===== config.mk =====
export PLATFORM = sky130hd
export DESIGN_NAME = ppmb_ctrl
export DESIGN_NICKNAME = d
export VERILOG_FILES = /design/src/hw/rtl/ppmb_pkg.sv /design/src/hw/rtl/ppmb_ctrl.sv
export SDC_FILE = /design/constraint.sdc
export NUM_CORES = 1
export LEC_CHECK = 0
export BUFFER_PORTS_ARGS = -buffer_cell sky130_fd_sc_hd__buf_2
export CAP_MARGIN = 20
export CELL_PAD_IN_SITES_DETAIL_PLACEMENT = 0
export CELL_PAD_IN_SITES_GLOBAL_PLACEMENT = 1
export CORE_MARGIN = 4
export CORE_UTILIZATION = 33
export CTS_BUF_LIST = sky130_fd_sc_hd__clkbuf_16
export DETAILED_ROUTE_END_ITERATION = 16
export PLACE_DENSITY_LB_ADDON = 0.1
export SETUP_SLACK_MARGIN = 0.05
export SYNTH_ARGS = -nofsm -noshare
export SYNTH_HDL_FRONTEND = slang
export SYNTH_SLANG_ARGS = --single-unit

===== constraint.sdc =====
create_clock -name clk -period 1.5 [get_ports clk]
set_input_delay 0.075 -clock clk [delete_from_list [all_inputs] [get_ports clk]]
set_output_delay 0.075 -clock clk [all_outputs]
set_load 0.02 [all_outputs]

===== src/hw/rtl/ppmb_pkg.sv =====
`default_nettype none
package ppmb_pkg;

	localparam int unsigned MaxImageWidth  = 1920;
	localparam int unsigned MaxImageHeight = 1080;
	localparam int unsigned MinFileLength  = 20;
	localparam int unsigned FullScale      = 255;

	localparam logic [7:0] CH_P     = 8'h50;
	localparam logic [7:0] CH_6     = 8'h36;
	localparam logic [7:0] CH_HASH  = 8'h23;
	localparam logic [7:0] CH_ZERO  = 8'h30;
	localparam logic [7:0] CH_NINE  = 8'h39;
	localparam logic [7:0] CH_SPACE = 8'h20;
	localparam logic [7:0] CH_TAB   = 8'h09;
	localparam logic [7:0] CH_LF    = 8'h0A;
	localparam logic [7:0] CH_CR    = 8'h0D;

	// status codes
	localparam logic [2:0] STS_OK      = 3'd0;
	localparam logic [2:0] STS_SHORT   = 3'd1;
	localparam logic [2:0] STS_MAGIC   = 3'd2;
	localparam logic [2:0] STS_BADNUM  = 3'd3;
	localparam logic [2:0] STS_TOOBIG  = 3'd4;

	// config register indexes
	localparam logic [2:0] REG_ENABLE = 3'd0;
	localparam logic [2:0] REG_SCR_W  = 3'd1;
	localparam logic [2:0] REG_SCR_H  = 3'd2;
	localparam logic [2:0] REG_PITCH  = 3'd3;
	localparam logic [2:0] REG_BASE   = 3'd4;
	localparam logic [2:0] REG_TOP    = 3'd5;
	localparam logic [2:0] REG_LENGTH = 3'd6;

	typedef enum logic [7:0] {
		PH_MAGIC  = 8'b00000001,
		PH_FORMAT = 8'b00000010,
		PH_WIDTH  = 8'b00000100,
		PH_HEIGHT = 8'b00001000,
		PH_MAXVAL = 8'b00010000,
		PH_P6     = 8'b00100000,
		PH_P3     = 8'b01000000,
		PH_DONE   = 8'b10000000
	} phase_t;

	typedef struct packed {
		logic        enable;
		logic [12:0] scr_w;
		logic [12:0] scr_h;
		logic [16:0] pitch;
		logic [31:0] base;
		logic [11:0] top;
		logic [23:0] flen;
	} cfg_t;

	typedef struct packed {
		logic load;
		logic eval;
		logic div_start;
		logic num;
		logic pix;
		logic mul;
		logic sum;
		logic fin;
	} cmd_t;

	typedef struct packed {
		logic num_go;
		logic need_div;
		logic div_busy;
		logic pix_go;
		logic stat_go;
	} sts_t;

endpackage
`default_nettype wire


===== src/hw/rtl/ppmb_ctrl.sv =====
`default_nettype none
module ppmb_ctrl import ppmb_pkg::*; (
	input  wire logic clk,
	input  wire logic arst_n,
	input  wire logic in_valid,
	output logic      in_ready,
	output logic      out_valid,
	input  wire logic out_ready,
	input  wire sts_t sts,
	output cmd_t      cmd
);
	typedef enum logic [9:0] {
		S_IDLE    = 10'b0000000001,
		S_EVAL    = 10'b0000000010,
		S_DIV     = 10'b0000000100,
		S_NUM     = 10'b0000001000,
		S_PIXCHK  = 10'b0000010000,
		S_MUL     = 10'b0000100000,
		S_SUM     = 10'b0001000000,
		S_PIXOUT  = 10'b0010000000,
		S_FIN     = 10'b0100000000,
		S_STATOUT = 10'b1000000000
	} ctl_state_t;

	ctl_state_t state_q, state_n;

	always_comb begin
		state_n   = state_q;
		cmd       = '0;
		in_ready  = 1'b0;
		out_valid = 1'b0;
		case (state_q)
			S_IDLE: begin
				in_ready = 1'b1;
				if (in_valid) begin
					cmd.load = 1'b1;
					state_n  = S_EVAL;
				end
			end
			S_EVAL: begin
				cmd.eval = 1'b1;
				if (sts.num_go && sts.need_div) begin
					cmd.div_start = 1'b1;
					state_n = S_DIV;
				end else if (sts.num_go) begin
					state_n = S_NUM;
				end else begin
					state_n = S_PIXCHK;
				end
			end
			S_DIV: begin
				if (!sts.div_busy) state_n = S_NUM;
			end
			S_NUM: begin
				cmd.num = 1'b1;
				state_n = S_PIXCHK;
			end
			S_PIXCHK: begin
				cmd.pix = 1'b1;
				state_n = sts.pix_go ? S_MUL : S_FIN;
			end
			S_MUL: begin
				cmd.mul = 1'b1;
				state_n = S_SUM;
			end
			S_SUM: begin
				cmd.sum = 1'b1;
				state_n = S_PIXOUT;
			end
			S_PIXOUT: begin
				out_valid = 1'b1;
				if (out_ready) state_n = S_FIN;
			end
			S_FIN: begin
				cmd.fin = 1'b1;
				state_n = sts.stat_go ? S_STATOUT : S_IDLE;
			end
			S_STATOUT: begin
				out_valid = 1'b1;
				if (out_ready) state_n = S_IDLE;
			end
			default: begin
				state_n = S_IDLE;
			end
		endcase
	end

	always_ff @(posedge clk or negedge arst_n) begin
		if (!arst_n) begin
			state_q <= S_IDLE;
		end else begin
			state_q <= state_n;
		end
	end

	a_div_only_in_div: assert property (@(posedge clk) disable iff (!arst_n)
		sts.div_busy |-> state_q == S_DIV) else $error("divider busy outside DIV");

	a_pixout_from_sum: assert property (@(posedge clk) disable iff (!arst_n)
		(state_q == S_PIXOUT && $past(state_q) != S_PIXOUT) |-> $past(state_q) == S_SUM)
		else $error("pixel beat not preceded by address sum");

	a_status_ends_byte: assert property (@(posedge clk) disable iff (!arst_n)
		(state_q == S_STATOUT && out_ready) |=> state_q == S_IDLE)
		else $error("status beat did not return to idle");
endmodule
`default_nettype wire


After elaboration in Yosys (flattened, before gate mapping)

Index checks and enable logic that the tools add are counted.

Bits of input ports: 9
Register bits after elaboration: 10
Memory bits (read-only): 0
RAM bits: 0
Memories kept: 0
Bits in latches: 0
Word-level logic and storage cells: 38

Shift operators: 0
Muxes and demuxes: 20
Eq/ne operators: 14
Divide/modulo/power cells: 0
Order comparisons: 0
Add/sub/neg operators: 0
Reduce and logical (&&, ||, !) cells: 3
Multipliers: 0
Bitwise gates (word level): 0

Operator list:

| kind                                                 | number |
|---|---|
| case mux 10 bit (10 select lines)                    | 1 |
| 2-to-1 mux 10 bit                                    | 6 |
| equality test 10 x 1 -> 1 bit, second input constant | 1 |
| equality test 10 bit, second input constant          | 1 |
| equality test 10 x 2 -> 1 bit, second input constant | 1 |
| equality test 10 x 3 -> 1 bit, second input constant | 1 |
| equality test 10 x 4 -> 1 bit, second input constant | 1 |
| equality test 10 x 5 -> 1 bit, second input constant | 1 |
| equality test 10 x 6 -> 1 bit, second input constant | 1 |
| equality test 10 x 7 -> 1 bit, second input constant | 1 |
| equality test 10 x 8 -> 1 bit, second input constant | 1 |
| equality test 10 x 9 -> 1 bit, second input constant | 1 |
| 2-to-1 mux 1 bit                                     | 10 |
| 2-to-1 mux 9 bit                                     | 1 |
| != test 2 bit, second input constant                 | 4 |
| 2-to-1 mux 5 bit                                     | 1 |
| AND reduction 4 bit                                  | 1 |
| 2-to-1 mux 2 bit                                     | 1 |
| OR reduction 2 bit                                   | 1 |
| logical AND 1 bit                                    | 1 |

Logic depth before layout (Yosys ltp)

Gate-level depths: netlist of the first run.

Word-level depth: 3
Mapped depth: 6
Gate-level depth less buffers: 5

Least setup slack after synthesis of the first run

OpenSTA, ideal clock, no wires.

Path kind: reg-to-reg
Start point: register state_q[1]
End point: register state_q[5]
Path slack: -0.278 ns
Period minus slack after synthesis: 1.778 ns
Cell stages (with the launch flop): 6
Required time: 1.432 ns
Arrival: 1.710 ns
Buffers on the path: 0
Cell sequence: dfrtp_1 -> nor3_2 -> and3b_2 -> nand2_2 -> nor3b_1 -> and2_1

Word-level cells in the longest chain between the ends: 3
Elaborated cells between the ends (all ways): 16
Classes of those cells: eq/ne: 14; mux: 1; reduce/logical: 1

RTL lines:

| element                                               | line            | RTL |
|---|---|---|
| from (decl)                                           | ppmb_ctrl.sv:25 | `ctl_state_t state_q, state_n;` |
| from (signal assigned)                                | ppmb_ctrl.sv:92 | `state_q <= state_n;` |
| equality test 10 x 3 -> 1 bit (tied with other cells) | ppmb_ctrl.sv:32 | `case (state_q)` |
| != test 2 bit (no source line)                        | n/a             |  |
| AND reduction 4 bit (no source line)                  | n/a             |  |

Parallel ways exist; a longest one is shown, timed or not.
A chain may end at the register's enable or synchronous reset.

Final worst setup path of the first run

Start point: register state_q[1]
End point: output port out_valid

Word-level cells in the longest chain between the ends: 3
Elaborated cells between the ends (all ways): 4
Classes of those cells: eq/ne: 2; mux: 1; reduce/logical: 1

RTL lines:

| element                                                                      | line            | RTL |
|---|---|---|
| equality test 10 bit / equality test 10 x 8 -> 1 bit (equally long branches) | ppmb_ctrl.sv:32 |  |
| OR reduction 2 bit (no source line) *                                        | n/a             |  |
| 2-to-1 mux 1 bit *                                                           | ppmb_ctrl.sv:32 |  |
| to (decl)                                                                    | ppmb_ctrl.sv:7  | `output logic out_valid,` |

Every way passes the cells marked *; elsewhere a longest branch is shown, timed or not.

==> impl_metrics.ini, run 1 <==
[routing]
wl_met2_mm = 1.24
drt_first_iter_violations = 7
drt_first_pass_iters = 4
viasPerCell = 5.17
wl_per_cell_um = 15.5
drcViolationCount = 0
top_layer = met4
ant_nets = 0
wl_mm = 2.47
wl_met3_um = 90
dr_total_vias = 822
wl_met1_mm = 1.12

[finish]
final_cell_area_um2 = 1360
drive_above_1_share_pct = 62.9
reg_top3 = state_q (10)
final_cells = 159
layout.nets = 142
regMostFlops = state_q
synthToLayoutAreaGrowth_pct = 91.2
largest_register_ffs = 10
diodes = 0

[clock_tree]
cts_root_buffer = clkbuf_16
clk_pin_slew_ps = 40
max-clock-path-buffers = 2
cts_made_buffers = 3
h-tree-depth = 1
cts_tree = built
cts.sink_count = 10
clk_latency_ps = 240

[place]
gp_congestion = 0.827
placed_area_um2 = 1030
portBuffers = 18
hpwl_mm = 1.60
dp_cells = 144

[yosys]
synth.distinct_cells = 44
synth-seq-cells = 10
postSynthAreaPerCell_um2 = 9.10
synthCells = 78
ys_seq_area_share_pct = 35.4
synth-edff-count = 0
yosysWarningCount = 0
async_flop_share_pct = 100
syn-cell-area_um2 = 709
synth_ff_type = dfrtp_1
syn_nets = 87

[setup_path]
worstSetupStartpoint = state_q[1]
critPathKind = reg -> out
cpMostUsedCell = buf_4
cp_max_fo = 6
cpMaxStageDelayCell = dfrtp_1
r2r-start = state_q[1]
critPathMaxStageDelay_ps = 400
worstPathRequired_ps = 1420
start_kind = flop
endpoint_kind = output port
critical_path.cell_chain = buf_4, nor2_1, nand4_1, buf_4, o21ai_2, buf_6
worstPathArrival_ps = 1720

[pwr]
switchingPower_mw = 0.827
clkPwrFrac_pct = 20.9
p_per_area_nw_per_um2 = 1700
ir_worst_vdd_mv = 0.945
comb_power_share_pct = 63.1
p_sw_share_pct = 35.8
leakage_nw = 0.657
p_seq_share_pct = 16.1
intPower_mw = 1.49

[timing]
worst_pin_slew_ps = 318
hold_viol_final = 0
rsz0062_at_grt = true
relSlewSlack_pct = 78.6
clock.fmax_ghz = 0.558
fin_ws_ps = -292
period_share_pct = 119
fin_worst_skew_ps = 2.66
final.min_clock_period_ps = 1790
whs_ps = 93.7
final_max_slew_viol_count = 0
final-setup-viol-count = 15

[floorplan]
die_y_um = 54.4
initial_utilization_pct = 35.4
num_rows = 16
die_area_um2 = 2960
core-area_um2 = 2000
io_pins = 19
die_w_um = 54.4

[grt]
grt_start_max_net_pins = 11
grt_pass1_wl_mm = 3.94
grt_overflow_total = 0
grt_pass1_vias = 856
track_usage_pct = 19.4
antenna_found_initial = 0

[min_path]
hold_start = sts[1]
min_path_type = in -> reg

[run_status]
status = finished, violations left
failed_checks = negative setup slack

[job]
cap_violations = 0
## cells by family (layout without fill, tap and decap cells)
family,count (synthesis),after routing,share of synthesized area [%]
and+or+nand+nor,44,44,40.9
DFF,10,10,35.5
xor gates and xnor gates,4,4,4.94
muxes,1,1,1.41
AOI/OAI and AO/OA,12,12,12.2
buffers and inverters,7,61,5.11
## final cells by class
class,instances,area (µm²)
Tap cell,27,33.8
Inverter,4,15.0
Sequential cell,10,251
Clock buffer,3,75.1
Fill cell,152,646
Multi-Input combinational cell,61,552
Timing Repair Buffer,53,425
Clock inverter,1,3.75
## metrics by stage
step / setup WS [ps] / util, % / TNS (ps) / total power [mW]
4_1_cts: -338 / 62.7 / -2770 / 2.02
5_1_grt: -393 / 67.8 / -4350 / 2.42
6_report: -292 / 67.8 / -2880 / 2.31
3_5_place_dp: -249 / 51.4 / -965 / 1.30
3_3_place_gp: -264 / 51.4 / -1040 / 1.28
2_1_floorplan: -164 / - / -798 / 0.907
## synth_stat cells (2+ instances only)
library cell | instances | area (µm²)
and2_1 | 3 | 18.8
and3_2 | 2 | 15.0
dfrtp_1 | 9 | 225
inv_1 | 4 | 15.0
nand2b_1 | 3 | 18.8
nand3b_1 | 2 | 15.0
nand4_1 | 3 | 18.8
nor2_1 | 9 | 33.8
nor3_1 | 2 | 10.0
nor3b_1 | 4 | 30.0
o21ai_0 | 2 | 10.0
xor2_1 | 3 | 26.3
## path summary, 6_finish.rpt
kind	end	slack (ps)	cells past startpoint
hold reg to reg	state_q[0]	580	1
hold / removal	state_q[5]	90	2
setup reg to reg	state_q[8]	-260	7
max in group asynchronous	state_q[0]	990	2
setup / recovery	out_valid	-290	6
min in group asynchronous	state_q[1]	240	2
## per-layer routing
metal,track usage (%),vias to the layer above
met5,0,-
met4,6.22,0
met3,5.99,4
met2,35.1,18
met1,21.5,407
li1,-,393
## power by group through the flow
stage	sequential [mW]	clock [mW]	combinational, mW
2_1_floorplan	0.378	0	0.528
3_3_place_gp	0.365	0	0.917
3_5_place_dp	0.367	0	0.929
4_1_cts	0.365	0.493	1.17
5_1_grt	0.376	0.515	1.53
6_report	0.371	0.482	1.46
## cells in the final DEF (no fill, tap or decap), types with 4 or more instances in the layout
master	Yosys	layout
and3_4	1	4
buf_2	1	8
buf_4	0	32
buf_6	1	12
dfrtp_1	9	9
inv_1	4	4
nor2_1	9	6
## what timing repair did
action,CTS,global route
hold buffers,1,0
setup buffers,4,7
pin swaps,13,14
endpoints found under the hold margin,10,0
endpoints found under the setup margin,16,20
resized for setup,28,13
## worst max-delay path: cells and delay by family (launching register included)
kind	cells	cell delay, ps
buffers and inverters	3	520
and+or+nand+nor	2	440
DFF	1	400
AOI/OAI and AO/OA	1	120
(Power assumes the default switching activity.)
==> run 2, diff against run 1 <==
--- a/config.mk
+++ b/config.mk
@@ -9,12 +9,13 @@
 export CAP_MARGIN = 20
 export CELL_PAD_IN_SITES_DETAIL_PLACEMENT = 0
 export CELL_PAD_IN_SITES_GLOBAL_PLACEMENT = 1
+export CORE_ASPECT_RATIO = 1.25
 export CORE_MARGIN = 4
 export CORE_UTILIZATION = 33
 export CTS_BUF_LIST = sky130_fd_sc_hd__clkbuf_16
 export DETAILED_ROUTE_END_ITERATION = 16
 export PLACE_DENSITY_LB_ADDON = 0.1
-export SETUP_SLACK_MARGIN = 0.05
+export SETUP_SLACK_MARGIN = 0.1
 export SYNTH_ARGS = -nofsm -noshare
 export SYNTH_HDL_FRONTEND = slang
 export SYNTH_SLANG_ARGS = --single-unit
==> impl_metrics.ini, run 2 (synthesis results as in run 1) <==
[run_status]
status = finished, violations left
failed_checks = negative setup slack

[clock_tree]
h-tree-depth = 1
cts_tree = built
cts.sink_count = 10
clk_pin_slew_ps = 40
clk_latency_ps = 240
cts_made_buffers = 3
max-clock-path-buffers = 2
cts_root_buffer = clkbuf_16

[routing]
drt_first_iter_violations = 19
ant_nets = 0
drt_first_pass_iters = 4
dr_total_vias = 773
wl_per_cell_um = 14.9
viasPerCell = 5.22
wl_met3_um = 114
wl_met2_mm = 1.16
drcViolationCount = 0
wl_mm = 2.21
top_layer = met4
wl_met1_um = 882

[pwr]
power_mw = 2.15
leakage_nw = 0.624
p_per_area_nw_per_um2 = 1690
ir_worst_vdd_mv = 1.20

[grt]
grt_start_max_net_pins = 11
track_usage_pct = 16.5
grt_overflow_total = 0
grt_pass1_vias = 797
antenna_found_initial = 0
grt_pass1_wl_mm = 3.57

[floorplan]
num_rows = 18
die_area_um2 = 2960
die_y_um = 59.8
die_w_um = 49.5
core-area_um2 = 2000
initial_utilization_pct = 35.4
io_pins = 19

[place]
portBuffers = 18
gp_congestion = 0.781
placed_area_um2 = 998
hpwl_mm = 1.51
post-place-ws_ps = -129
dp_cells = 134

[finish]
final_util_pct = 63.4
layout.nets = 138
drive_above_1_share_pct = 57.8
final_cells = 148
synthToLayoutAreaGrowth_pct = 79.0
diodes = 0
multi_input_comb_area_um2 = 499
regMostFlops = state_q
layout_commonest_cell = buf_4
seq_area_um2 = 251
n_fill_cell = 177
final_cell_area_um2 = 1270
reg_top3 = state_q (10)
layout_common_cells = 25 x buf_4, 14 x buf_6, 9 x buf_2, 9 x dfrtp_1, 6 x nor2_1
largest_register_ffs = 10

[setup_path]
cp_max_fo = 4
critPathMaxStageDelay_ps = 400
critical_path.cell_chain = nor4_4, buf_4, nand4_1, buf_6, o21ai_4, buf_6
cpMaxStageDelayCell = dfrtp_1
cpMostUsedCell = buf_6
critPathKind = reg -> out
r2r_end = state_q[3]
worstPathRequired_ps = 1420
start_kind = flop
r2r_cells = 7
worstPathArrival_ps = 1750
r2r-start = state_q[6]
r2r_slack_ps = -270
endpoint_kind = output port

[timing]
relSlewSlack_pct = 79.3
final.min_clock_period_ps = 1830
final_max_slew_viol_count = 0
hold_viol_final = 0
worst_pin_slew_ps = 307
finalSetupTns_ps = -3020
fin_ws_ps = -326
whs_ps = 70.2
clock.fmax_ghz = 0.548
rsz0062_at_grt = true
fin_worst_skew_ps = 6.45
final-setup-viol-count = 16
period_share_pct = 122

[min_path]
min_path_cells = 2
hold_start = in_valid
min_path_type = in -> reg
worstHoldEndpoint = state_q[1]

[job]
cap_violations = 0
## run 2: cell count changes in the layout (fill, tap and decap cells not counted), sizes merged
cell | before | now
buf | 52 | 48
## run 2: power by group
| part | switching, mW | internal, mW |
|---|---|---|
| registers | 0.0403 | 0.322 |
| clock network | 0.136 | 0.351 |
| logic | 0.566 | 0.731 |
## run 2: worst max-delay path by stage
stage | from | to | slack, ps | cells past startpoint
after floorplan | state_q[5] | state_q[2] | -160 | 6
after global placement | state_q[5] | state_q[3] | -140 | 5
after detailed placement | state_q[5] | state_q[3] | -130 | 5
after CTS | state_q[6] | out_valid | -320 | 6
after global routing | state_q[6] | out_valid | -420 | 6
final | state_q[6] | out_valid | -330 | 6
## run 2: timing repair
action / 4_1_cts / 5_1_grt
hold buffers: 1 / 0
setup buffers: 6 / 4
cloned: 0 / 0
setup endpoints to repair: 17 / 20
endpoints found under the hold margin: 10 / 0
gates resized for setup: 21 / 11
pin swaps: 11 / 8
## run 2: cell type report
cell class	count	share of cell area, %
clock inverter	1	0.296
timing repair buffer	49	31.5
tap	20	1.97
inverter	4	1.18
multi-input combinational	61	39.3
sequential	10	19.8
clock buffer	3	5.91
## run 2: critical path: cells and delay by family, from the launching register on
kind            cells  cell delay (ps)
flops               1              400
compound gates      1              120
simple gates        2              500
buf+inv             3              490
## run 2: metal layers
metal | track usage, % | up-vias
met5 | 0 | -
met4 | 9.49 | 0
met3 | 4.49 | 5
met2 | 29.1 | 23
met1 | 17.8 | 361
li1 | - | 384
==> run 3, diff against run 2 <==
--- a/config.mk
+++ b/config.mk
@@ -14,7 +14,7 @@
 export CORE_UTILIZATION = 33
 export CTS_BUF_LIST = sky130_fd_sc_hd__clkbuf_16
 export DETAILED_ROUTE_END_ITERATION = 16
-export PLACE_DENSITY_LB_ADDON = 0.1
+export PLACE_DENSITY_LB_ADDON = 0.15
 export SETUP_SLACK_MARGIN = 0.1
 export SYNTH_ARGS = -nofsm -noshare
 export SYNTH_HDL_FRONTEND = slang
==> impl_metrics.ini, run 3 (synthesis results as in run 1) <==
[run_status]
status = finished, violations left
failed_checks = negative setup slack

[routing]
wl_mm = 2.15
drcViolationCount = 0
drt_first_pass_iters = 4
drt_first_iter_violations = 15
dr_total_vias = 802
wl_per_cell_um = 14.4
ant_nets = 0
viasPerCell = 5.38

[clock_tree]
clk_latency_ps = 230
max-clock-path-buffers = 2
clk_pin_slew_ps = 40
cts_made_buffers = 3
h-tree-depth = 1
cts_root_buffer = clkbuf_16
cts.sink_count = 10
cts_tree = built

[setup_path]
endpoint_kind = output port
critPathKind = reg -> out
r2r_end = state_q[3]
start_kind = flop
critPathBufInv = 1
cpMaxStageDelayCell = dfrtp_1
critPathMaxStageDelay_ps = 400
worstPathRequired_ps = 1420
cp_max_fo = 4
r2r_cells = 6
critical_path.cell_chain = nor4_4, and3_4, and3_4, and3_4, buf_6
cpMostUsedCell = and3_4
path_delay_family = simple AND/OR/NAND/NOR gates
r2r-start = state_q[5]
r2r_slack_ps = -220
worstPathArrival_ps = 1700

[min_path]
min_path_cells = 2
hold_start = sts[1]
min_path_type = in -> reg
worstHoldEndpoint = state_q[5]

[finish]
final_cells = 149
layout.nets = 139
synthToLayoutAreaGrowth_pct = 83.2
n_fill_cell = 169
layout_common_cells = 27 x buf_4, 13 x buf_6, 9 x buf_2, 9 x dfrtp_1
final_cell_area_um2 = 1300
diodes = 0
final_util_pct = 64.9
reg_top3 = state_q (10)
regMostFlops = state_q
layout_commonest_cell = buf_4
drive_above_1_share_pct = 59.7
largest_register_ffs = 10

[place]
gp_congestion = 0.789
portBuffers = 18
post-place-ws_ps = -158
dp_cells = 136
hpwl_mm = 1.50
placed_area_um2 = 1010

[timing]
final.min_clock_period_ps = 1780
rsz0062_at_grt = true
period_share_pct = 119
clock.fmax_ghz = 0.562
fin_ws_ps = -279
finalSetupTns_ps = -2380
final_max_slew_viol_count = 0
hold_viol_final = 0
fin_worst_skew_ps = 2.23
whs_ps = 84.8
final-setup-viol-count = 14
worst_pin_slew_ps = 313
relSlewSlack_pct = 79.0

[grt]
grt_pass1_wl_mm = 3.51
grt_overflow_total = 0
track_usage_pct = 15.7
grt_pass1_vias = 820
grt_start_max_net_pins = 11
antenna_found_initial = 0

[pwr]
p_per_area_nw_per_um2 = 1680
ir_worst_vdd_mv = 1.40
intPower_mw = 1.42
switchingPower_mw = 0.768
leakage_nw = 0.639
p_sw_share_pct = 35.1
p_seq_share_pct = 16.8
power_mw = 2.19
clkPwrFrac_pct = 21.4
comb_power_share_pct = 61.8

[floorplan]
die_w_um = 49.5
die_y_um = 59.8
io_pins = 19
core-area_um2 = 2000
initial_utilization_pct = 35.4
die_area_um2 = 2960
num_rows = 18

[job]
cap_violations = 0
## run 3: worst max path at each step
| stage | startpoint | to | slack, ps | cells past startpoint |
|---|---|---|---|---|
| 4_1_cts | state_q[6] | cmd[5] | -280 | 5 |
| 3_5_place_dp | state_q[5] | state_q[0] | -160 | 5 |
| 6_report | state_q[5] | cmd[5] | -280 | 5 |
| 2_1_floorplan | state_q[5] | state_q[2] | -160 | 6 |
| 3_3_place_gp | state_q[5] | state_q[0] | -170 | 5 |
| 5_1_grt | state_q[5] | cmd[5] | -350 | 5 |
## run 3: worst register-to-register path, cell delays in order (launching register included)
cell	delay, ps
dfrtp_1	400
nor4_4	370
nand4_1	220
buf_4	200
o22ai_4	160
nor2b_2	80
and3_1	170
## run 3: final cells by class
type | instances | area, µm² | share of cell area [%]
Multi-Input combinational cell | 61 | 526 | 40.4
Clock buffer | 3 | 75.1 | 5.77
Inverter | 4 | 15.0 | 1.15
Sequential cell | 10 | 251 | 19.3
Tap cell | 20 | 25.0 | 1.92
Timing Repair Buffer | 50 | 404 | 31.1
Clock inverter | 1 | 3.75 | 0.289
## run 3: what timing repair did
item / in CTS / in global routing
pin swaps: 10 / 9
endpoints found under the hold margin: 10 / 0
hold buffers: 1 / 0
endpoints found under the setup margin: 17 / 19
gates resized for setup: 20 / 15
setup buffers: 6 / 3
## run 3: metal layers
| layer | global-route usage (%) | part of all wire (%) | vias up |
|---|---|---|---|
| li1 | - | - | 387 |
| met1 | 18.1 | 40 | 384 |
| met2 | 27.4 | 51 | 23 |
| met3 | 3.49 | 6.0 | 8 |
| met4 | 7.91 | 3.1 | 0 |
| met5 | 0 | 0 | - |
## run 3: power groups by stage
stage | clock network, mW | registers (mW) | logic [mW]
3_3_place_gp | 0 | 0.365 | 0.878
2_1_floorplan | 0 | 0.378 | 0.528
6_report | 0.469 | 0.368 | 1.35
3_5_place_dp | 0 | 0.367 | 0.888
4_1_cts | 0.480 | 0.368 | 1.15
5_1_grt | 0.494 | 0.375 | 1.45
