<file path="src/hw/rtl/ppmb_pkg.sv">
`default_nettype none
package ppmb_pkg;

	localparam int unsigned MaxImageWidth  = 1920;
	localparam int unsigned MaxImageHeight = 1080;
	localparam int unsigned MinFileLength  = 20;
	localparam int unsigned FullScale      = 255;

	localparam logic [7:0] CH_P     = 8'h50;
	localparam logic [7:0] CH_6     = 8'h36;
	localparam logic [7:0] CH_HASH  = 8'h23;
	localparam logic [7:0] CH_ZERO  = 8'h30;
	localparam logic [7:0] CH_NINE  = 8'h39;
	localparam logic [7:0] CH_SPACE = 8'h20;
	localparam logic [7:0] CH_TAB   = 8'h09;
	localparam logic [7:0] CH_LF    = 8'h0A;
	localparam logic [7:0] CH_CR    = 8'h0D;

	// status codes
	localparam logic [2:0] STS_OK      = 3'd0;
	localparam logic [2:0] STS_SHORT   = 3'd1;
	localparam logic [2:0] STS_MAGIC   = 3'd2;
	localparam logic [2:0] STS_BADNUM  = 3'd3;
	localparam logic [2:0] STS_TOOBIG  = 3'd4;

	// config register indexes
	localparam logic [2:0] REG_ENABLE = 3'd0;
	localparam logic [2:0] REG_SCR_W  = 3'd1;
	localparam logic [2:0] REG_SCR_H  = 3'd2;
	localparam logic [2:0] REG_PITCH  = 3'd3;
	localparam logic [2:0] REG_BASE   = 3'd4;
	localparam logic [2:0] REG_TOP    = 3'd5;
	localparam logic [2:0] REG_LENGTH = 3'd6;

	typedef enum logic [7:0] {
		PH_MAGIC  = 8'b00000001,
		PH_FORMAT = 8'b00000010,
		PH_WIDTH  = 8'b00000100,
		PH_HEIGHT = 8'b00001000,
		PH_MAXVAL = 8'b00010000,
		PH_P6     = 8'b00100000,
		PH_P3     = 8'b01000000,
		PH_DONE   = 8'b10000000
	} phase_t;

	typedef struct packed {
		logic        enable;
		logic [12:0] scr_w;
		logic [12:0] scr_h;
		logic [16:0] pitch;
		logic [31:0] base;
		logic [11:0] top;
		logic [23:0] flen;
	} cfg_t;

	typedef struct packed {
		logic load;
		logic eval;
		logic div_start;
		logic num;
		logic pix;
		logic mul;
		logic sum;
		logic fin;
	} cmd_t;

	typedef struct packed {
		logic num_go;
		logic need_div;
		logic div_busy;
		logic pix_go;
		logic stat_go;
	} sts_t;

endpackage
`default_nettype wire

</file>
<file path="src/hw/rtl/ppmb_div.sv">
`default_nettype none
// restoring divider, one quotient bit per cycle
module ppmb_div import ppmb_pkg::*; (
	input  wire logic        clk,
	input  wire logic        arst_n,
	input  wire logic        start,
	input  wire logic [23:0] dividend,
	input  wire logic [15:0] divisor,
	output logic             busy,
	output logic [23:0]      quotient
);
	logic [15:0] rem_q;
	logic [15:0] den_q;
	logic [23:0] quo_q;
	logic [4:0]  cnt_q;
	logic        busy_q;
	logic [16:0] trial;

	assign trial = {rem_q, quo_q[23]};

	always_ff @(posedge clk or negedge arst_n) begin
		if (!arst_n) begin
			busy_q <= 1'b0;
			cnt_q  <= '0;
		end else if (start) begin
			busy_q <= 1'b1;
			cnt_q  <= 5'd24;
		end else if (busy_q) begin
			cnt_q <= cnt_q - 5'd1;
			if (cnt_q == 5'd1) begin
				busy_q <= 1'b0;
			end
		end
	end

	always_ff @(posedge clk) begin
		if (start) begin
			rem_q <= '0;
			quo_q <= dividend;
			den_q <= divisor;
		end else if (busy_q) begin
			if (trial >= {1'b0, den_q}) begin
				rem_q <= 16'(trial - {1'b0, den_q});
				quo_q <= {quo_q[22:0], 1'b1};
			end else begin
				rem_q <= trial[15:0];
				quo_q <= {quo_q[22:0], 1'b0};
			end
		end
	end

	assign busy     = busy_q;
	assign quotient = quo_q;
endmodule
`default_nettype wire

</file>
<file path="src/hw/rtl/ppmb_dp.sv">
`default_nettype none
module ppmb_dp import ppmb_pkg::*; (
	input  wire logic        clk,
	input  wire logic        arst_n,
	input  wire cfg_t        cfg,
	input  wire cmd_t        cmd,
	output sts_t             sts,
	input  wire logic [7:0]  in_byte,
	input  wire logic        in_first,
	output logic             out_kind,
	output logic [31:0]      out_addr,
	output logic [31:0]      out_word,
	output logic [2:0]       out_code,
	output logic             out_last
);
	typedef struct packed {
		logic com;
		logic start;
		logic done;
		logic err;
	} scan_t;

	function automatic logic is_space(input logic [7:0] ch);
		return ch == CH_SPACE || ch == CH_TAB || ch == CH_LF || ch == CH_CR;
	endfunction

	function automatic scan_t scan_f(input logic [7:0] ch, input logic com, input logic p3);
		scan_t r;
		r = '0;
		r.com = com;
		if (com) begin
			if (ch == CH_LF) r.com = 1'b0;
		end else if (ch == CH_HASH) begin
			r.com = 1'b1;
		end else if (is_space(ch)) begin
			r.start = 1'b0;
		end else if (ch >= CH_ZERO && ch <= CH_NINE) begin
			r.start = 1'b1;
		end else if (p3) begin
			r.done = 1'b1;
		end else begin
			r.err = 1'b1;
		end
		return r;
	endfunction

	// parse state
	phase_t      ph_q, n_ph;
	logic [23:0] cnt_q, n_cnt;
	logic        last_q, n_last;
	logic        bin_q, n_bin;
	logic [15:0] w_q, n_w, h_q, n_h, max_q, n_max, acc_q, n_acc;
	logic        num_q, n_num, com_q, n_com;
	logic [1:0]  comp_q, n_comp;
	logic [15:0] red_q, n_red;
	logic [23:0] green_q, n_green, blue_q, n_blue;
	logic [10:0] col_q, n_col, row_q, n_row;
	logic [11:0] left_q, n_left;
	logic        fin_q, n_fin;
	logic        stp_q, n_stp;
	logic [2:0]  code_q, n_code;
	logic        pix_q, n_pix;
	logic        cont_q, n_cont;
	logic [15:0] nv_q, n_nv;
	// payload
	logic [7:0]  byte_q, n_byte;
	logic [12:0] x_q, n_x, y_q, n_y;
	logic [31:0] word_q, n_word;
	logic [29:0] prod_q, n_prod;
	logic        okind_q, n_okind, olast_q, n_olast;
	logic [31:0] oaddr_q, n_oaddr, oword_q, n_oword;
	logic [2:0]  ocode_q, n_ocode;

	logic        div_busy;
	logic [23:0] div_quo;
	logic [23:0] dividend;

	logic        digit;
	logic [3:0]  dval;
	logic [19:0] acc_next;
	logic        stat;
	logic [2:0]  code;
	logic        num_go;
	scan_t       sc;
	phase_t      np;
	logic [23:0] v24;
	logic        ends;
	logic        was_max;
	logic [12:0] xs, ys;
	logic        inb;
	logic        stat_go;

	assign digit    = byte_q >= CH_ZERO && byte_q <= CH_NINE;
	assign dval     = 4'(byte_q - CH_ZERO);
	assign acc_next = ({4'b0, acc_q} << 3) + ({4'b0, acc_q} << 1) + {16'b0, dval};
	assign dividend = {n_nv, 8'b0} - {8'b0, n_nv};
	assign xs = {1'b0, left_q} + {2'b0, col_q};
	assign ys = {1'b0, cfg.top} + {2'b0, row_q};
	assign inb = xs < cfg.scr_w && ys < cfg.scr_h;
	assign ends = ({5'b0, col_q} + 16'd1 >= w_q) && ({5'b0, row_q} + 16'd1 >= h_q);

	always_comb begin
		n_ph = ph_q; n_cnt = cnt_q; n_last = last_q; n_bin = bin_q;
		n_w = w_q; n_h = h_q; n_max = max_q; n_acc = acc_q;
		n_num = num_q; n_com = com_q; n_comp = comp_q;
		n_red = red_q; n_green = green_q; n_blue = blue_q;
		n_col = col_q; n_row = row_q; n_left = left_q;
		n_fin = fin_q; n_stp = stp_q; n_code = code_q; n_pix = pix_q;
		n_cont = cont_q; n_nv = nv_q;
		n_byte = byte_q; n_x = x_q; n_y = y_q; n_word = word_q; n_prod = prod_q;
		n_okind = okind_q; n_olast = olast_q; n_oaddr = oaddr_q;
		n_oword = oword_q; n_ocode = ocode_q;
		stat = 1'b0; code = STS_OK; num_go = 1'b0; sc = '0; np = ph_q;
		v24 = '0; was_max = 1'b0; stat_go = 1'b0;

		if (cmd.load) begin
			n_byte = in_byte;
			if (in_first) begin
				n_cnt = '0; n_ph = PH_MAGIC; n_bin = 1'b0; n_w = '0; n_h = '0;
				n_max = '0; n_acc = '0; n_num = 1'b0; n_com = 1'b0; n_comp = '0;
				n_red = '0; n_green = '0; n_col = '0; n_row = '0; n_left = '0;
				n_fin = 1'b0; n_stp = 1'b0; n_pix = 1'b0;
			end
		end else if (cmd.eval && !fin_q) begin
			n_cnt  = cnt_q + 24'd1;
			n_last = ({1'b0, cnt_q} + 25'd1) >= {1'b0, cfg.flen};
			case (ph_q)
				PH_MAGIC: begin
					if (!cfg.enable) begin
						stat = 1'b1; code = STS_OK;
					end else if (cfg.flen < 24'(MinFileLength)) begin
						stat = 1'b1; code = STS_SHORT;
					end else if (byte_q != CH_P) begin
						stat = 1'b1; code = STS_MAGIC;
					end else begin
						n_ph = PH_FORMAT;
					end
				end
				PH_FORMAT: begin
					n_bin = byte_q == CH_6;
					n_ph  = PH_WIDTH;
				end
				PH_P6: begin
					case (comp_q)
						2'd0: begin n_red = {8'b0, byte_q}; n_comp = 2'd1; end
						2'd1: begin n_green = {16'b0, byte_q}; n_comp = 2'd2; end
						default: begin
							n_blue = {16'b0, byte_q}; n_comp = 2'd0; n_pix = 1'b1;
						end
					endcase
				end
				PH_DONE: begin
					n_ph = PH_DONE;
				end
				default: begin
					if (num_q && digit) begin
						n_acc = (acc_next > 20'd65535) ? 16'hFFFF : acc_next[15:0];
					end else if (num_q) begin
						n_nv = acc_q; n_num = 1'b0; n_acc = '0; n_cont = 1'b1;
						num_go = 1'b1;
					end else begin
						sc = scan_f(byte_q, com_q, ph_q == PH_P3);
						n_com = sc.com;
						if (sc.start) begin
							n_num = 1'b1; n_acc = {12'b0, dval};
						end
						if (sc.done) n_ph = PH_DONE;
						if (sc.err) begin
							stat = 1'b1; code = STS_BADNUM;
						end
					end
				end
			endcase
			if (stat) begin
				n_stp = 1'b1; n_code = code; n_fin = 1'b1;
			end else if (n_last && n_num) begin
				// end of file closes the open number
				n_nv = n_acc; n_num = 1'b0; n_acc = '0; n_cont = 1'b0; num_go = 1'b1;
			end
		end else if (cmd.num) begin
			v24 = (ph_q == PH_P3 && max_q != 16'(FullScale)) ? div_quo : {8'b0, nv_q};
			was_max = ph_q == PH_MAXVAL;
			case (ph_q)
				PH_WIDTH: begin n_w = nv_q; np = PH_HEIGHT; end
				PH_HEIGHT: begin n_h = nv_q; np = PH_MAXVAL; end
				PH_MAXVAL: begin
					n_max = nv_q;
					if (w_q == '0 || h_q == '0 || nv_q == '0) begin
						stat = 1'b1; code = STS_BADNUM;
					end else if (w_q > 16'(MaxImageWidth) || h_q > 16'(MaxImageHeight)) begin
						stat = 1'b1; code = STS_TOOBIG;
					end else begin
						n_left = ({3'b0, cfg.scr_w} > w_q) ?
							12'(({3'b0, cfg.scr_w} - w_q) >> 1) : 12'd0;
						n_col = '0; n_row = '0; n_comp = '0;
						np = bin_q ? PH_P6 : PH_P3;
					end
				end
				PH_P3: begin
					case (comp_q)
						2'd0: begin n_red = v24[15:0]; n_comp = 2'd1; end
						2'd1: begin n_green = v24; n_comp = 2'd2; end
						default: begin n_blue = v24; n_comp = 2'd0; n_pix = 1'b1; end
					endcase
				end
				default: begin
					np = ph_q;
				end
			endcase
			n_ph = np;
			if (stat) begin
				n_stp = 1'b1; n_code = code; n_fin = 1'b1;
			end else if (cont_q) begin
				if (was_max && np == PH_P6) begin
					if (!is_space(byte_q)) begin
						n_red = {8'b0, byte_q}; n_comp = 2'd1;
					end
				end else if ((np == PH_HEIGHT || np == PH_MAXVAL || np == PH_P3) &&
						!(ph_q == PH_P3 && n_pix && ends)) begin
					sc = scan_f(byte_q, com_q, np == PH_P3);
					n_com = sc.com;
					if (sc.done) n_ph = PH_DONE;
					if (sc.err) begin
						n_stp = 1'b1; n_code = STS_BADNUM; n_fin = 1'b1;
					end
				end
			end
		end else if (cmd.pix) begin
			if (pix_q) begin
				n_pix = 1'b0;
				n_x = xs; n_y = ys;
				n_word = {red_q, 16'b0} | {green_q, 8'b0} | {8'b0, blue_q};
				if ({5'b0, col_q} + 16'd1 >= w_q) begin
					n_col = '0;
					n_row = row_q + 11'd1;
					if ({5'b0, row_q} + 16'd1 >= h_q) n_ph = PH_DONE;
				end else begin
					n_col = col_q + 11'd1;
				end
			end
		end else if (cmd.mul) begin
			n_prod = y_q * cfg.pitch;
		end else if (cmd.sum) begin
			n_okind = 1'b0; n_olast = 1'b0; n_ocode = STS_OK; n_oword = word_q;
			n_oaddr = cfg.base + {2'b0, prod_q} + {17'b0, x_q, 2'b0};
		end else if (cmd.fin) begin
			if (stp_q) begin
				stat_go = 1'b1; n_stp = 1'b0; n_ocode = code_q;
			end else if (!fin_q && last_q) begin
				stat_go = 1'b1; n_fin = 1'b1;
				n_ocode = (ph_q == PH_MAGIC || ph_q == PH_FORMAT || ph_q == PH_WIDTH ||
					ph_q == PH_HEIGHT || ph_q == PH_MAXVAL) ? STS_BADNUM : STS_OK;
			end
			if (stat_go) begin
				n_okind = 1'b1; n_olast = 1'b1; n_oaddr = '0; n_oword = '0;
			end
		end
	end

	always_comb begin
		sts.num_go   = num_go;
		sts.need_div = ph_q == PH_P3 && max_q != 16'(FullScale);
		sts.div_busy = div_busy;
		sts.pix_go   = pix_q && inb;
		sts.stat_go  = stp_q || (!fin_q && last_q);
	end

	always_ff @(posedge clk or negedge arst_n) begin
		if (!arst_n) begin
			ph_q <= PH_MAGIC; cnt_q <= '0; last_q <= 1'b0; bin_q <= 1'b0;
			w_q <= '0; h_q <= '0; max_q <= '0; acc_q <= '0; num_q <= 1'b0;
			com_q <= 1'b0; comp_q <= '0; red_q <= '0; green_q <= '0; blue_q <= '0;
			col_q <= '0; row_q <= '0; left_q <= '0; fin_q <= 1'b0; stp_q <= 1'b0;
			code_q <= STS_OK; pix_q <= 1'b0; cont_q <= 1'b0; nv_q <= '0;
		end else begin
			ph_q <= n_ph; cnt_q <= n_cnt; last_q <= n_last; bin_q <= n_bin;
			w_q <= n_w; h_q <= n_h; max_q <= n_max; acc_q <= n_acc; num_q <= n_num;
			com_q <= n_com; comp_q <= n_comp; red_q <= n_red; green_q <= n_green;
			blue_q <= n_blue; col_q <= n_col; row_q <= n_row; left_q <= n_left;
			fin_q <= n_fin; stp_q <= n_stp; code_q <= n_code; pix_q <= n_pix;
			cont_q <= n_cont; nv_q <= n_nv;
		end
	end

	always_ff @(posedge clk) begin
		byte_q <= n_byte; x_q <= n_x; y_q <= n_y; word_q <= n_word; prod_q <= n_prod;
		okind_q <= n_okind; olast_q <= n_olast; oaddr_q <= n_oaddr;
		oword_q <= n_oword; ocode_q <= n_ocode;
	end

	ppmb_div u_div (
		.clk      (clk),
		.arst_n   (arst_n),
		.start    (cmd.div_start),
		.dividend (dividend),
		.divisor  (max_q),
		.busy     (div_busy),
		.quotient (div_quo)
	);

	assign out_kind = okind_q;
	assign out_addr = oaddr_q;
	assign out_word = oword_q;
	assign out_code = ocode_q;
	assign out_last = olast_q;
endmodule
`default_nettype wire

</file>
<file path="config.mk">
export PLATFORM = sky130hd
export DESIGN_NAME = ppmb_dp
export DESIGN_NICKNAME = d
export VERILOG_FILES = /design/src/hw/rtl/ppmb_pkg.sv /design/src/hw/rtl/ppmb_div.sv /design/src/hw/rtl/ppmb_dp.sv
export SDC_FILE = /design/constraint.sdc
export NUM_CORES = 2
export LEC_CHECK = 0
export ABC_AREA = 1
export BUFFER_PORTS_ARGS = -buffer_cell sky130_fd_sc_hd__buf_2
export CAP_MARGIN = 25
export CORE_MARGIN = 2
export CORE_UTILIZATION = 47
export CTS_CLUSTER_SIZE = 10
export DETAILED_ROUTE_END_ITERATION = 12
export SYNTH_ARGS = -nofsm -noshare
export SYNTH_HDL_FRONTEND = slang
export SYNTH_HIERARCHICAL = 1
export SYNTH_SLANG_ARGS = --single-unit
</file>
<file path="constraint.sdc">
create_clock -name clk -period 10.65 [get_ports clk]
set_input_delay 0.5325 -clock clk [delete_from_list [all_inputs] [get_ports clk]]
set_output_delay 0.5325 -clock clk [all_outputs]
set_load 0.1 [all_outputs]
</file>
# Word level (Yosys, flattened, before mapping)
# Cells that the tools add are included.
# Widths: inputs -> output; s select.
[word_totals] register_bits=449 out_inout_bits=74 wordCells=498
[classes] add_sub_neg=17 mul=1 order_cmp=13 n_eq_ne=57 n_mux=279 bitwise_logic=7 reduce_logical=87
[ops] cell="$mux 16" count=41
[ops] cell="$mux 24" count=19
[ops] cell="$mux 8" count=24
[ops] cell="$mux 11" count=16
[ops] cell="$mux 32" count=4
[ops] cell="$mux 1" count=106
[ops] cell="$mux 12" count=8
[ops] cell="$mux 3" count=21
[ops] cell="$mux 2" count=31
[ops] cell="$logic_not 16->1" count=3
[ops] cell="$eq 8x4->1 const B" count=5
[ops] cell="$eq 8x6->1 const B" count=5
[ops] cell="$reduce_bool 3->1" count=11
[ops] cell="$add 32x15->32" count=1
[ops] cell="$add 32x30->32" count=1
[ops] cell="$ge 12x16->1" count=2
[ops] cell="$gt 16x11->1 const B" count=2
[ops] cell="$or 32x24->32" count=1
[ops] cell="$or 32x32->32" count=1
[ops] cell="$pmux 8 s4" count=1
[ops] cell="$mul 13x17->30" count=1
[ops] cell="$reduce_and 7->1" count=4
[ops] cell="$add 12x11->13" count=2
[ops] cell="$lt 13x13->1" count=2
[ops] cell="64 further kinds" count=149

# Longest topological paths before layout
[logic_depth] depth_word=29 ltp_mapped=47 mapped_depth_nobuf=47

# By module
# Netlist, hierarchy kept.
[modules_own_cells] mod="ppmb_dp" instances=1 cells_each=3941 area_per_inst_um2=31805.5 seq_area_each_um2=10506.3
[modules_own_cells] mod="ppmb_div" instances=1 cells_each=456 area_per_inst_um2=3642.2 seq_area_each_um2=1671.6

# Worst setup path before layout
# No wires, ideal clock.
[synth_timing] path_kind="flip-flop to flip-flop" from="reg fin_q" to="reg oaddr_q[0], in the netlist out_addr[0], enable pin" setup_time_ps=569 arrival_time_ps=5765 required_ps=10081 path_slack_ps=4317 stages_incl_launch_ff=6 n_path_buf=0 period_less_slack_ps=6333 path_cell_list="dfrtp_1 -> inv_1 -> nand2_1 -> nand2_1 -> a21oi_1 -> nor3_1"
[synth_between] elab_chain_cells=13 word_cells_on_any_way=15 cone_classes="mux (9); bitwise (1); reduce/logical (5)"
[synth_rtl] element="start: declaration" line_no="ppmb_dp.sv:59" source="logic fin_q, n_fin;"
[synth_rtl] element="start signal: assignment" line_no="ppmb_dp.sv:280" source="fin_q <= n_fin; stp_q <= n_stp; code_q <= n_code; pix_q <= n_pix;"
[synth_rtl] element="$logic_not 1->1 (*)" line_no="ppmb_dp.sv:124, ppmb_dp.sv:249"
[synth_rtl] element="$logic_and 1x1->1" line_no="ppmb_dp.sv:249" source="end else if (!fin_q && last_q) begin"
[synth_rtl] element="$mux 1" line_no="ppmb_dp.sv:249"
[synth_rtl] element="$mux 1" line_no="ppmb_dp.sv:247" source="if (stp_q) begin"
[synth_rtl] element="$mux 1" line_no="ppmb_dp.sv:246" source="end else if (cmd.fin) begin"
[synth_rtl] element="$mux 1" line_no="ppmb_dp.sv:243" source="end else if (cmd.sum) begin"
[synth_rtl] element="$mux 1" line_no="ppmb_dp.sv:241" source="end else if (cmd.mul) begin"
[synth_rtl] element="$mux 1" line_no="ppmb_dp.sv:228" source="end else if (cmd.pix) begin"
[synth_rtl] element="$mux 1" line_no="ppmb_dp.sv:180" source="end else if (cmd.num) begin"
[synth_rtl] element="$mux 1" line_no="ppmb_dp.sv:124" source="end else if (cmd.eval && !fin_q) begin"
[synth_rtl] element="$mux 1" line_no="ppmb_dp.sv:116" source="if (cmd.load) begin"
[synth_rtl] element="$reduce_bool 2->1 (no source line)"
[synth_rtl] element="$reduce_and 7->1 (no source line) (*)"
[synth_rtl] element="end signal: assignment" line_no="ppmb_dp.sv:287" source="okind_q <= n_okind; olast_q <= n_olast; oaddr_q <= n_oaddr;"
[synth_rtl] element="end: declaration" line_no="ppmb_dp.sv:71" source="logic [31:0] oaddr_q, n_oaddr, oword_q, n_oword;"
# Every way passes the cells marked *; elsewhere a longest branch is shown, timed or not. The select of a mux whose other input is x is not followed.
# A chain may end at the register's enable or synchronous reset.

==> qor.txt <==
Area grow syn2layout: 10.5%
EDFF count, synth: 204
WP data required: 11.02 ns
Post-CTS Setup Inserts: 0
Nets: 5174
CTS buffer count: 56
Total track usage: 25.5%
Tcrit/Tclk final: 60.2%
Post-Synth XOR/XNOR Area: 2.82%
Clk sinks: 449
Placed cell areas: 37400 sq um
Minimum clock period: 6.42 ns
CTS H-tree depth: 2
IO Pins: 205
GR Overflow Total: 0
Share of layout cells above drive strength 1: 9.64%
Main synth FF type: dfrtp_1
Compound-cell area share of the yosys netlist: 10.9%
FFs w/ async S/R, synth: 51.0%
Die Y: 279 um
Count of input and output buffers: 204
Design Area, Final: 39200 sq um
Placed cells: 5476
Antenna violations before repair: 1
RePlAce Congestion: 0.958
Post-synthesis mux area share: 0.0282%
Die width: 279 um
Top cell by count, worst path: nand3_1
Total design power: 8.26 mW
Worst path max stage delay: 0.40 ns
Synth Net Count: 5003
Via Count: 29400
Achievable Freq: 0.156 GHz
Final WL: 98.6 mm
Slew @ Worst Pin: 1.03 ns
Non-Filler Instances: 5586
Max-cap violations: 0
CP Class: flop to flop
Placeable core area: 74600 sq um
Simple-Gate Fraction of Synth Area: 20.9%
CP max-delay cell: dfrtp_1
Post-route clock skew: 0.0402 ns
First-pass GRT wire length: 157 mm
Final setup viols: 0
DRT antenna net count: 0
PwrDens: 211 nW/um^2
Per-cell routed wire length: 17.7 um
Pin count of the biggest net entering global routing: 84
FILL cells: 7200
TritonRoute pass-1 iters: 6
Total Negative Setup Slacks: 0 ns
Critical Path Source Type: flop
Reg2Reg Depth: 41
Initial DRC Count: 2164
Largest family of logic cells by synthesized area: simple AND/OR/NAND/NOR gates
Synth Cell Area: 35400 sq um
CTS Buffer Depth: 3
Max Slew Vio Count: 0
RSZ-0062 raised after global routing: no
Register area share after synthesis: 34.4%
DIE AREA: 77600 sq um
Synth Area in Adders: 20.7%
Hold crit path type: input port to flop
Static leakage: 20.4 nW
CP Launch Point: cnt_q[0]$_DFFE_PN0P_
Number of global-route vias before repair: 28700
Residual DRC count: 0
Place WS: 4.35 ns
Final setup margin: 4.23 ns
Initial Util: 47.5%
Commonest non-fill, non-tap cell in the layout: nand2_1
Gate Count Post-Synth: 4397
#FFs+latches synth: 449
Hold WS: 0.0769 ns
Syn Area/Cell: 8.06 sq um
Root Driver: clkbuf_16
FP Rows: 100
Slew HR: 31.0%
Worst-path clk slew: 0.06 ns
Post-synth cell types: 67
End point of the critical path: u_div/quotient[23]$_DFFE_PP_
Peak VDD IR: 167 uV
DP Wirelength: 77.8 mm
Commonest non-fill, non-tap cells in the layout: 1111 x nand2_1, 806 x inv_1, 290 x ha_1
Worst R2R Start: cnt_q[0]$_DFFE_PN0P_
Clock latency on the worst-skew pair: 0.63 ns
Synth Warn #: 6
FF-to-FF End: u_div/quotient[23]$_DFFE_PP_
CTS tree: built
Vias/cell: 5.27
Run status: complete, no violations
Fin util: 52.5%
Flop-to-flop setup slack: 4.23 ns
Final hold viol count: 0
Critical path data arrival time: 6.79 ns
Kind of end point of the critical path: flop
Critical path peak fanout: 12
-- critical path, delay by kind of cell (launching register included) --
family,cells,cell delay [ns]
AO/OA/AOI/OAI,5,1.09
XOR/XNOR,1,0.20
adder cells (fa/ha/maj),2,0.65
buffers and inverters,7,0.49
flip-flops,1,0.40
AND/OR/NAND/NOR,26,3.34
-- how the worst min path moves through the flow --
stage / from / end / slack [ns] / cells after the start
detailed placement: blue_q[6]$_DFFE_PN0P_ / word_q[6]$_DFFE_PP_ / 0.43 / 0
finish: in_byte[3] / byte_q[3]$_DFFE_PP_ / 0.08 / 1
global route: in_byte[0] / byte_q[0]$_DFFE_PP_ / 0.05 / 1
CTS: in_byte[0] / byte_q[0]$_DFFE_PP_ / 0.04 / 1
global placement: blue_q[7]$_DFFE_PN0P_ / word_q[7]$_DFFE_PP_ / 0.43 / 0
floorplan: arst_n / acc_q[0]$_DFFE_PN0P_ / 0.24 / 0
-- cells in the mapped netlist (86+ instances only) --
cell type,count,share of area [%]
nand2_1,1111,12
inv_1,806,8.5
ha_1,290,10
o21ai_0,263,3.7
nor2_1,234,2.5
dfrtp_1,228,16
a21oi_1,207,2.9
edfxtp_1,204,17
fa_1,185,10
nand3_1,185,2.6
clkbuf_1,97,1.0
xor2_1,86,2.1
-- kinds of logic after synthesis --
kind of cell / after synthesis
simple gates: 1717
buf+inv: 959
fa+ha+maj: 475
mux: 1
xor+xnor: 114
flops: 449
compound gates: 682
-- sequential cells by signal, summed over array words and instances (netlist names), 11 cells and up --
signal          cells
cnt_q              24
u_div/den_q        16
blue_q             24
acc_q              16
h_q                16
col_q              11
out_addr           32
out_word           32
red_q              16
row_q              11
u_div/rem_q        16
u_div/quotient     24
nv_q               16
left_q             12
x_q                13
y_q                13
prod_q             30
w_q                16
max_q              16
green_q            24
word_q             32
-- per-layer routing --
metal,up-vias,part of all wire [%],GRT usage [%]
li1,14400,-,-
met1,14100,43,33.8
met2,801,49,44.3
met3,161,4.8,2.49
met4,2,3.1,7.90
met5,-,0.0071,0
-- power by group --
| group | total [mW] | internal (mW) | switching [mW] | leakage, nW |
|---|---|---|---|---|
| Sequential | 2.43 | 2.21 | 0.226 | 5.14 |
| Clock | 1.81 | 1.04 | 0.769 | 0.844 |
| Combinational | 4.02 | 1.42 | 2.60 | 14.4 |
| Total | 8.26 | 4.67 | 3.60 | 20.4 |
-- cell type report --
class | count | area, sq um | area share (%)
multi-input combinational | 2989 | 19600 | 50.1
tap | 969 | 1210 | 3.09
clock inverter | 12 | 113 | 0.287
inverter | 841 | 3160 | 8.06
timing repair buffer | 231 | 1260 | 3.23
antenna | 1 | 2.50 | 0.00639
clock buffer | 94 | 1620 | 4.15
sequential | 449 | 12200 | 31.1
-- what timing repair did --
item / 4_1_cts / 5_1_grt
endpoints found under the setup margin: 0 / 0
hold buffers: 1 / 0
hold endpoints to repair: 80 / 0
resized for setup: 0 / 0
Power figures use the tool's default switching activity.
